--- src/sv/osm_pkg.sv ---
// osm_pkg: request kinds and transaction types for the order statistic multiset
// used by osm_cell and order_statistic_multiset
package osm_pkg;

  typedef enum logic [2:0] {
    KIND_INSERT = 3'd0,
    KIND_ERASE  = 3'd1,
    KIND_RANK   = 3'd2,
    KIND_KTH    = 3'd3,
    KIND_PRED   = 3'd4,
    KIND_SUCC   = 3'd5
  } kind_e;

  typedef struct packed {
    logic [2:0]         kind;
    logic signed [31:0] operand;
  } req_t;

  typedef struct packed {
    logic signed [31:0] answer;
    logic               found;
    logic               full_error;
  } rsp_t;

  // per-cell control broadcast from the top level
  typedef struct packed {
    logic do_insert;
    logic do_erase;
  } cell_ctl_t;

endpackage

--- src/sv/osm_cell.sv ---
// osm_cell: one slot of the sorted chain, holds a value and its valid bit
// shifts toward its upper or lower neighbor on insert and erase; uses osm_pkg
module osm_cell #(
  parameter int W = 32
) (
  input  logic               clk_i,
  input  logic               rst_ni,
  input  osm_pkg::cell_ctl_t ctl_i,
  input  logic signed [W-1:0] op_i,
  input  logic signed [W-1:0] lower_val_i,
  input  logic               lower_gt_i,
  input  logic               lower_valid_i,
  input  logic signed [W-1:0] upper_val_i,
  input  logic               upper_valid_i,
  input  logic               erase_from_i,
  output logic signed [W-1:0] val_o,
  output logic               valid_o,
  output logic               gt_o,
  output logic               lt_o,
  output logic               eq_o
);

  logic signed [W-1:0] val_q, val_d;
  logic                valid_q, valid_d;

  assign val_o   = val_q;
  assign valid_o = valid_q;
  assign gt_o    = valid_q && (val_q > op_i);
  assign lt_o    = valid_q && (val_q < op_i);
  assign eq_o    = valid_q && (val_q == op_i);

  always_comb begin
    val_d   = val_q;
    valid_d = valid_q;
    if (ctl_i.do_insert) begin
      if (lower_gt_i) begin
        val_d   = lower_val_i;
        valid_d = lower_valid_i;
      end else if (gt_o || (!valid_q && lower_valid_i)) begin
        val_d   = op_i;
        valid_d = 1'b1;
      end
    end else if (ctl_i.do_erase && erase_from_i) begin
      val_d   = upper_val_i;
      valid_d = upper_valid_i;
    end
  end

  always_ff @(posedge clk_i or negedge rst_ni) begin
    if (!rst_ni) begin
      valid_q <= 1'b0;
    end else begin
      valid_q <= valid_d;
    end
  end

  always_ff @(posedge clk_i) begin
    val_q <= val_d;
  end

endmodule

--- config.mk ---
export PLATFORM = sky130hd
export DESIGN_NAME = osm_cell
export DESIGN_NICKNAME = d
export VERILOG_FILES = /design/src/sv/osm_pkg.sv /design/src/sv/osm_cell.sv
export SDC_FILE = /design/constraint.sdc
export NUM_CORES = 1
export LEC_CHECK = 0
export BUFFER_PORTS_ARGS = -buffer_cell sky130_fd_sc_hd__buf_2
export CAP_MARGIN = 20
export CORE_MARGIN = 2
export CORE_UTILIZATION = 40
export CTS_BUF_LIST = sky130_fd_sc_hd__clkbuf_8
export CTS_CLUSTER_DIAMETER = 50
export CTS_CLUSTER_SIZE = 24
export DETAILED_ROUTE_END_ITERATION = 8
export GPL_TIMING_DRIVEN = 1
export HOLD_SLACK_MARGIN = 0.06
export PLACE_DENSITY_LB_ADDON = 0.15
export SYNTH_ARGS = -nofsm -noshare
export SYNTH_HDL_FRONTEND = slang
export SYNTH_SLANG_ARGS = --single-unit
--- constraint.sdc ---
create_clock -name clk_i -period 4.3 [get_ports clk_i]
set_input_delay 0.43 -clock clk_i [delete_from_list [all_inputs] [get_ports clk_i]]
set_output_delay 0.43 -clock clk_i [all_outputs]
set_load 0.005 [all_outputs]
After elaboration in Yosys (flattened, before gate mapping)
Cells that the tools add are included.
{"block": "op_classes", "n_eq_ne": 2, "mux": 8, "reduce_logical": 9, "magnitude_cmp": 2}
{"operator": "$mux 32", "count": 4}
{"operator": "$eq 32x32->1", "count": 1}
{"operator": "$gt 32x32->1", "count": 1}
{"operator": "$lt 32x32->1", "count": 1}
{"operator": "$logic_and 1x1->1", "count": 5}
{"operator": "$mux 1", "count": 4}
{"operator": "$ne 3x1->1 const B", "count": 1}
{"operator": "$reduce_and 2->1", "count": 1}
{"operator": "$reduce_bool 2->1", "count": 1}
{"operator": "$logic_not 1->1", "count": 1}
{"operator": "$logic_or 1x1->1", "count": 1}
{"block": "totals", "output_inout_bits": 36, "wordCells": 23, "regBits": 33, "input_bits": 104}

Depth between registers and ports, before layout
Gate-level depths: netlist of run 1.
{"block": "logic_depth", "ltp_word": 6, "mapped_depth": 8, "mapped_depth_nobuf": 8}

Worst setup path after synthesis of run 1
OpenSTA, ideal clock, no wires.
{"block": "synth_path", "path_kind": "input-to-reg", "startpoint": "input op_i[14]", "endpoint": "register val_q[0] (netlist: val_o[0]), enable pin", "stages": 8, "required_time_ns": 3.875, "path_slack_ns": 0.798, "path_buffers": 0, "setup_ns": 0.425, "arrival_time_ns": 3.077, "cell_sequence": "inv_1 -> ha_1 -> nand4_1 -> nor4_1 -> o21ai_0 -> a31oi_1 -> o21ai_2 -> o21ai_1"}
{"block": "synth_via", "elab_chain_cells": 5}
{"element": "start: declaration", "line": "osm_cell.sv:9", "text": "input logic signed [W-1:0] op_i,"}
{"element": "$gt 32x32->1", "line": "osm_cell.sv:28", "text": "assign gt_o = valid_q && (val_q > op_i);"}
{"element": "$logic_and 1x1->1", "line": "osm_cell.sv:28"}
{"element": "$logic_or 1x1->1", "line": "osm_cell.sv:39", "text": "end else if (gt_o || (!valid_q && lower_valid_i)) begin"}
{"element": "$ne 3x1->1 (no source line)"}
{"element": "$reduce_and 2->1 (no source line)"}
{"element": "end signal: assignment", "line": "osm_cell.sv:58", "text": "val_q <= val_d;"}
{"element": "end: declaration", "line": "osm_cell.sv:23", "text": "logic signed [W-1:0] val_q, val_d;"}
No other way between the ends.
A chain may end at the register's enable or synchronous reset.

Worst setup path in the final report of run 1
{"block": "layout_path", "startpoint": "register val_q[11] (netlist: val_o[11])", "endpoint": "register val_q[16] (netlist: val_o[16]), enable pin"}
{"block": "layout_via", "elab_chain_cells": 5}
{"element": "$gt 32x32->1", "line": "osm_cell.sv:28"}
{"element": "$logic_and 1x1->1", "line": "osm_cell.sv:28"}
{"element": "$logic_or 1x1->1", "line": "osm_cell.sv:39"}
{"element": "$ne 3x1->1 (no source line)"}
{"element": "$reduce_and 2->1 (no source line)"}
No other way between the ends.

==> flow_metrics.tcl, run 1 <==
set metrics [dict create \
    status "finished clean" \
    worst_path_max_delay_cell "nor4_1" \
    rows 29 \
    grt_max_degree 61 \
    syn_area_per_cell_um2 9.26 \
    gp_congestion 0.791 \
    h-tree-depth 2 \
    ios 140 \
    peakVddDrop_v 0.000160 \
    worst-r2r-cell-count 8 \
    drtPass1Iterations 4 \
    root_buffer "clkbuf_8" \
    endpoint_kind "register" \
    reg2reg_slack_ns 1.47 \
    worstPathRequired_ns 4.24 \
    via_per_inst 4.80 \
    path_class "register to register" \
    vias 2359 \
    rr_startpoint "val_o[11]" \
    fin_area_um2 3420 \
    grt_pass1_wl_um 10300 \
    rsz0062_at_grt "false" \
    critical_path_arrival_ns 2.77 \
    synth_area_um2 2560 \
    dieArea_um2 7050 \
    drive_above_1_share_pct 37.0 \
    tns_ns 0 \
    drc_errors 0 \
    worstPathMaxFanout 26 \
    worstMarginPinSlew_ns 0.583 \
    tritoncts "yes" \
    fmax_mhz 354 \
    slew_headroom_pct 61.1 \
    fin_crit_ns 2.83 \
    fill_cells 631 \
    hold_class "input pin to async pin" \
    io_buffers 139 \
    first_global_vias 2364 \
    synth_top_cell_by_area "edfxtp_1" \
    initial_core_util_pct 40.7 \
    final_util_pct 54.5 \
    die_x_um 83.9 \
    synth_top_area_share_pct 37.6 \
    postRouteAntennaNets 0 \
    post-route-period-util_pct 65.8 \
    area_growth_syn_to_layout_pct 33.8 \
    dp_hpwl_um 5070 \
    r2r_end "val_o[16]" \
    antenna_found_initial 0 \
    path_cells "ha_1 > nand4_1 > nor4_1 > o21ai_0 > a31oi_1 > o21ai_2 > o21ai_4 > buf_4" \
    power_density_nw_per_um2 274 \
    cts_sinks 33 \
    coreArea_um2 6280 \
    cts_buffers 5 \
    yosysUniqueCellTypes 29 \
    netlist_instances 276 \
    drtIter0Drc 33 \
    synth-seq-cells 33 \
    clk_pin_slew_ns 0.06 \
    yosysWarnings 0 \
    dieHeight_um 83.9 \
    overflow 0 \
    clockBufferDepth 2 \
    finalClockSkew_ns 0.00533 \
    crit_path_max_incr_delay_ns 0.43 \
    hold_viol_final 0 \
    grt_usage_pct 18.0 \
    placedInstanceArea_um2 3330 \
    p_leak_nw 1.80 \
    drv_cap 0 \
    syn_nets 412 \
    setup_viol 0 \
    num_antenna_cells 0 \
    clk_latency_ns 0.28 \
    synth_seq_area_share_pct 38.6 \
    slew_violations 0 \
    final_nets 550 \
    worstSetupStartpointType "register" \
    routedWlPerCell_um 12.8 \
    synth_top_cells_by_area "edfxtp_1, ha_1, mux2i_1" \
    drt-total-wl_um 6280 \
]
==> logic make-up after synthesis <==
logic type / share of synthesized area, %
buffers and inverters: 7.05
adders and majority gates: 15.7
AOI/OAI and AO/OA: 13.5
and+or+nand+nor: 12.3
muxes: 13.0
DFF: 38.6
==> report_power, final <==
part,total (mW),switching [mW],internal (mW)
Sequential,0.429,0.0217,0.407
Clock,0.209,0.102,0.107
Combinational,0.300,0.159,0.141
==> flip-flops by register name (all words and copies together), names as in the netlist <==
register,flops
val_o,32
valid_o,1
==> cells in the mapped netlist (all sizes together) <==
master,n
a21oi,47
a21o,2
and2,1
o21ai,8
ha,32
a211oi,1
clkbuf,9
buf,3
nand4,6
a31o,1
nor2b,1
nand2b,3
nor4,2
nor2,38
nand3,2
nand2,14
inv,35
and3,1
mux2,1
a22oi,1
dfrtp,1
mux2i,32
a31oi,2
edfxtp,32
a221oi,1
==> layout by cell type (no fill, tap or decap), drive strengths merged <==
cell type      n
a22oi          1
o21ai          8
mux2i         32
nor2          38
buf          142
nand2         14
a31oi          2
nor2b          1
dfrtp          1
inv           36
nor4           2
nand4          6
and2           1
a31o           1
dlygate4sd3    1
nand3          2
edfxtp        32
a211oi         1
a221oi         1
clkbuf         5
and3           1
a21o           2
a21oi         47
nand2b         3
ha            32
mux2           1
clkinv         1
==> through the flow <==
step	setup slack [ns]	power, mW	hold slack [ns]	cells
CTS	1.42	0.952	0.451	491
global placement	1.35	0.733	0.205	483
detailed placement	1.29	0.738	0.209	483
finish	1.47	0.938	0.462	491
global route	1.26	1.01	0.455	491
floorplan	0.798	0.600	0.134	276
==> timing repair <==
action / 4_1_cts / 5_1_grt
hold buffers: 1 / 0
buffers inserted: 0 / 0
resized for setup: 0 / 0
hold endpoints to repair: 1 / 0
==> cell type report <==
| type | instances | area (um^2) | area share, % |
|---|---|---|---|
| Sequential cell | 33 | 986 | 28.8 |
| Timing Repair Buffer | 143 | 728 | 21.3 |
| Inverter | 35 | 131 | 3.84 |
| Clock inverter | 2 | 7.51 | 0.220 |
| Clock buffer | 5 | 68.8 | 2.01 |
| Tap cell | 77 | 96.3 | 2.82 |
| Multi-Input combinational cell | 196 | 1400 | 41.0 |
==> layer usage <==
metal  vias up  wire (um)  track usage, %
met5         -          0               0
met4         0         23            4.11
met3         2        464            5.74
met2        77       2960            29.8
met1      1022       2820            23.1
li1       1258          -               -
==> worst max-delay path: cells and delay by family (launching register included) <==
family,cells,cell delay (ns)
AOI/OAI and AO/OA,4,0.78
adders and majority gates,1,0.33
buffers and inverters,1,0.40
DFF,1,0.40
and+or+nand+nor,2,0.58
==> how the worst max path moves through the flow <==
stage / startpoint / endpoint / depth (start not counted)
floorplan: op_i[14] / val_o[0] / 8
global placement: op_i[11] / val_o[8] / 10
detailed placement: op_i[11] / val_o[24] / 10
CTS: val_o[11] / val_o[31] / 8
global route: val_o[11] / val_o[31] / 8
finish: val_o[11] / val_o[16] / 8
(Power assumes the default switching activity.)
==> run 2, diff against run 1 <==
Clock period 4.3 ns to 2.9 ns, I/O delays scaled along.
==> flow_metrics.tcl, run 2 (synthesis results as in run 1) <==
set metrics [dict create \
    power_frac_comb_pct 32.4 \
    io_buffers 139 \
    final_cell_mix "buf_2, a21oi_1, nor2_1" \
    grt_pass1_wl_um 10100 \
    antenna_found_initial 0 \
    initial_core_util_pct 40.7 \
    root_buffer "clkbuf_8" \
    clk_pin_slew_ns 0.07 \
    largest_reg_flops 32 \
    finalWorstSetupSlack_ns 0.234 \
    power_switching_share_pct 30.4 \
    num_antenna_cells 0 \
    hold_buffers 1 \
    mostFrequentLayoutCell "buf_2" \
    gp_congestion 0.768 \
    clk_latency_ns 0.28 \
    placedInstanceArea_um2 3350 \
    power_density_nw_per_um2 408 \
    drtPass1Iterations 4 \
    internal-power_mw 0.977 \
    dp_slack_ns 0.276 \
    critical_path_arrival_ns 2.38 \
    grt_max_degree 65 \
    p_switching_mw 0.426 \
    p_leak_nw 1.81 \
    rsz0062_at_grt "false" \
    ios 140 \
    fin_crit_ns 2.67 \
    worstPathRequired_ns 2.61 \
    cts_buffers 5 \
    h-tree-depth 2 \
    path_class "register to primary output" \
    dp_hpwl_um 5200 \
    clockBufferDepth 2 \
    worstMarginPinSlew_ns 0.611 \
    endpoint_kind "primary output" \
    area_growth_syn_to_layout_pct 34.4 \
    power_mw 1.40 \
    drv_cap 0 \
    seqPwrFrac_pct 45.2 \
    slew_violations 0 \
    tritoncts "yes" \
    drt-total-wl_um 6320 \
    rows 29 \
    overflow 0 \
    routedWlPerCell_um 12.8 \
    drive_above_1_share_pct 37.3 \
    grt_usage_pct 17.9 \
    drtIter0Drc 102 \
    first_global_vias 2371 \
    via_per_inst 4.84 \
    post_cts_resize_count 0 \
    peakVddDrop_v 0.000239 \
    dieArea_um2 7050 \
    dieHeight_um 83.9 \
    setup_viol 0 \
    drc_errors 0 \
    die_x_um 83.9 \
    fin_area_um2 3430 \
    finalClockSkew_ns 0.00810 \
    slew_headroom_pct 59.2 \
    postRouteAntennaNets 0 \
    cts_sinks 33 \
    clockPowerShare_pct 22.3 \
    post-cts-setup-buffer-count 0 \
    reg2reg_slack_ns 0.36 \
    hold_class "input pin to register" \
    worstSetupStartpointType "register" \
    status "finished clean" \
    vias 2388 \
    worstPathMaxFanout 4 \
    hold_viol_final 0 \
    tns_ns 0 \
    final_nets 552 \
    post-route-period-util_pct 91.9 \
    coreArea_um2 6280 \
    fmax_mhz 375 \
]
-- run 2: critical path: stages, from the launching register on --
cell and delay (ns):
edfxtp_1 0.39, ha_1 0.36, nand4_2 0.18, nor4_4 0.39, a22oi_2 0.15, a31o_1 0.25, o21ai_2 0.10, and2_1 0.16
buf_2 0.12
-- run 2: area by class of cell --
cell class | count | area, um^2
Multi-Input combinational cell | 196 | 1400
Sequential cell | 33 | 986
Fill cell | 617 | 2840
Inverter | 35 | 131
Clock buffer | 5 | 68.8
Tap cell | 77 | 96.3
Clock inverter | 2 | 7.51
Timing Repair Buffer | 145 | 743
-- run 2: power by group through the flow --
stage	Combinational, mW	Sequential [mW]	Clock (mW)
2_1_floorplan	0.241	0.650	0
3_3_place_gp	0.452	0.641	0
3_5_place_dp	0.460	0.645	0
4_1_cts	0.464	0.635	0.330
5_1_grt	0.516	0.642	0.346
6_report	0.454	0.634	0.313
-- run 2: layer usage --
| layer | vias up | GRT usage (%) | wire, um |
|---|---|---|---|
| li1 | 1256 | - | - |
| met1 | 1044 | 22.6 | 2830 |
| met2 | 82 | 30.0 | 2970 |
| met3 | 6 | 4.35 | 465 |
| met4 | 0 | 6.30 | 59 |
| met5 | - | 0 | 0 |
-- run 2: path summary, 6_finish.rpt --
check / from / to / depth (start not counted)
max: val_o[31] / lt_o / 8
min: ctl_i[1] / valid_o / 2
max reg2reg: val_o[14] / val_o[29] / 8
min reg2reg: valid_o / valid_o / 2
max in group asynchronous: rst_ni / valid_o / 2
min in group asynchronous: rst_ni / valid_o / 2
-- run 2: through the flow --
| stage | instances | util (%) | hold slack (ns) |
|---|---|---|---|
| finish | 493 | 54.7 | 0.269 |
| global placement | 485 | 53.3 | 0.0649 |
| CTS | 493 | 54.7 | 0.254 |
| detailed placement | 485 | 53.3 | 0.0669 |
| floorplan | 276 | - | -0.00559 |
| global route | 493 | 54.7 | 0.279 |
==> run 3, diff against run 2 <==
Settings changed: CTS_CLUSTER_SIZE 24 to unset.
Clock period 2.9 ns to 3.15 ns, I/O delays scaled along.
==> flow_metrics.tcl, run 3 (synthesis results as in run 1) <==
set metrics [dict create \
    cts_sinks 33 \
    die_x_um 83.9 \
    status "finished clean" \
    clk_latency_ns 0.28 \
    rsz0062_at_grt "false" \
    clk_pin_slew_ns 0.07 \
    seqCellArea_um2 986 \
    endpoint_kind "primary output" \
    tns_ns 0 \
    drc_errors 0 \
    ios 140 \
    rows 29 \
    drive_above_1_share_pct 37.0 \
    slew_violations 0 \
    worstMarginPinSlew_ns 0.592 \
    final_nets 551 \
    dp_hpwl_um 5090 \
    root_buffer "clkbuf_8" \
    drtPass1Iterations 4 \
    drv_cap 0 \
    post-cts-setup-buffer-count 0 \
    io_buffers 139 \
    overflow 0 \
    worstPathBufferInverterCount 1 \
    slew_headroom_pct 60.5 \
    antenna_found_initial 0 \
    num_antenna_cells 0 \
    critPathTopFamily "simple AND/OR/NAND/NOR gates" \
    clockBufferDepth 2 \
    critical_path_arrival_ns 2.39 \
    area_growth_syn_to_layout_pct 34.2 \
    hold_class "input pin to register" \
    hold_viol_final 0 \
    postRouteAntennaNets 0 \
    final_cell_mix "buf_2, a21oi_1, inv_1, nor2_1" \
    grt_max_degree 65 \
    tritoncts "yes" \
    worstPathMaxFanout 3 \
    post-route-period-util_pct 85.8 \
    path_cells "ha_1 > nand4_1 > nor4_1 > o21ai_0 > a31oi_1 > o21ai_2 > and2_1 > buf_2" \
    power_frac_comb_pct 32.0 \
    dieArea_um2 7050 \
    gp_congestion 0.790 \
    fin_area_um2 3430 \
    worst_path_max_delay_cell "nor4_1" \
    fin_crit_ns 2.70 \
    routedWlPerCell_um 12.7 \
    final_cells 493 \
    h-tree-depth 2 \
    setup_viol 0 \
    worstSetupStartpointType "register" \
    peakVddDrop_v 0.000164 \
    grt_usage_pct 18.6 \
    drt-total-wl_um 6250 \
    cts_buffers 5 \
    worstPathRequired_ns 2.83 \
    path_class "register to primary output" \
    internal-power_mw 0.897 \
    via_per_inst 4.83 \
    fmax_mhz 370 \
    drtIter0Drc 73 \
    initial_core_util_pct 40.7 \
    largest_reg_flops 32 \
    dieHeight_um 83.9 \
    grt_pass1_wl_um 10700 \
    fill_cells 637 \
    seqPwrFrac_pct 45.4 \
    mostFrequentLayoutCell "buf_2" \
    multi_input_area_um2 1400 \
    coreArea_um2 6280 \
    power_switching_share_pct 30.3 \
    hold_buffers 1 \
    crit_path_max_incr_delay_ns 0.45 \
    post_cts_resize_count 0 \
    p_leak_nw 1.81 \
    finalClockSkew_ns 0.00401 \
    power_density_nw_per_um2 375 \
    placedInstanceArea_um2 3340 \
    p_switching_mw 0.390 \
    dp_cells 484 \
    first_global_vias 2445 \
    vias 2380 \
    clockPowerShare_pct 22.7 \
]
-- run 3: through the flow --
stage                     utilization (%)  hold WS, ns  worst slack (ns)  power, mW
final                                54.7        0.306             0.448       1.29
after global routing                 54.7        0.315             0.201       1.39
after CTS                            54.7        0.297             0.413       1.31
after detailed placement             53.2       0.0920             0.533       1.01
after global placement               53.2       0.0899             0.606       1.00
after floorplan                         -       0.0194             0.285      0.820
-- run 3: cell type report --
type                    count  share of cell area, %
multi-input cells         196                   40.8
flip-flops and latches     33                   28.7
well taps                  77                   2.81
clock inverters             3                  0.328
clock buffers               5                   2.01
inverters                  35                   3.83
repair buffers            144                   21.4
-- run 3: worst paths after layout --
check	start	endpoint	slack (ns)	cells after the start
setup / recovery	val_o[11]	lt_o	0.45	8
max in group asynchronous	rst_ni	valid_o	2.71	2
hold reg to reg	valid_o	valid_o	0.73	2
min in group asynchronous	rst_ni	valid_o	0.36	2
hold / removal	ctl_i[1]	valid_o	0.31	2
setup reg to reg	val_o[11]	val_o[30]	0.59	8
-- run 3: power by group through the flow --
stage	Sequential [mW]	Clock (mW)	Combinational, mW
3_5_place_dp	0.593	0	0.416
5_1_grt	0.592	0.319	0.475
2_1_floorplan	0.598	0	0.221
3_3_place_gp	0.591	0	0.411
4_1_cts	0.585	0.302	0.420
6_report	0.584	0.292	0.411
-- run 3: routing by layer --
metal / wire length, um / track usage [%]
met5: 0 / 0
met4: 36 / 4.11
met3: 438 / 5.24
met2: 2940 / 32.1
met1: 2840 / 23.1
-- run 3: worst register-to-register path: stages, from the launching register on --
cell	delay [ns]
edfxtp_1	0.40
ha_1	0.33
nand4_1	0.14
nor4_1	0.45
o21ai_0	0.16
a31oi_1	0.23
o21ai_2	0.12
o21ai_4	0.15
buf_4	0.27
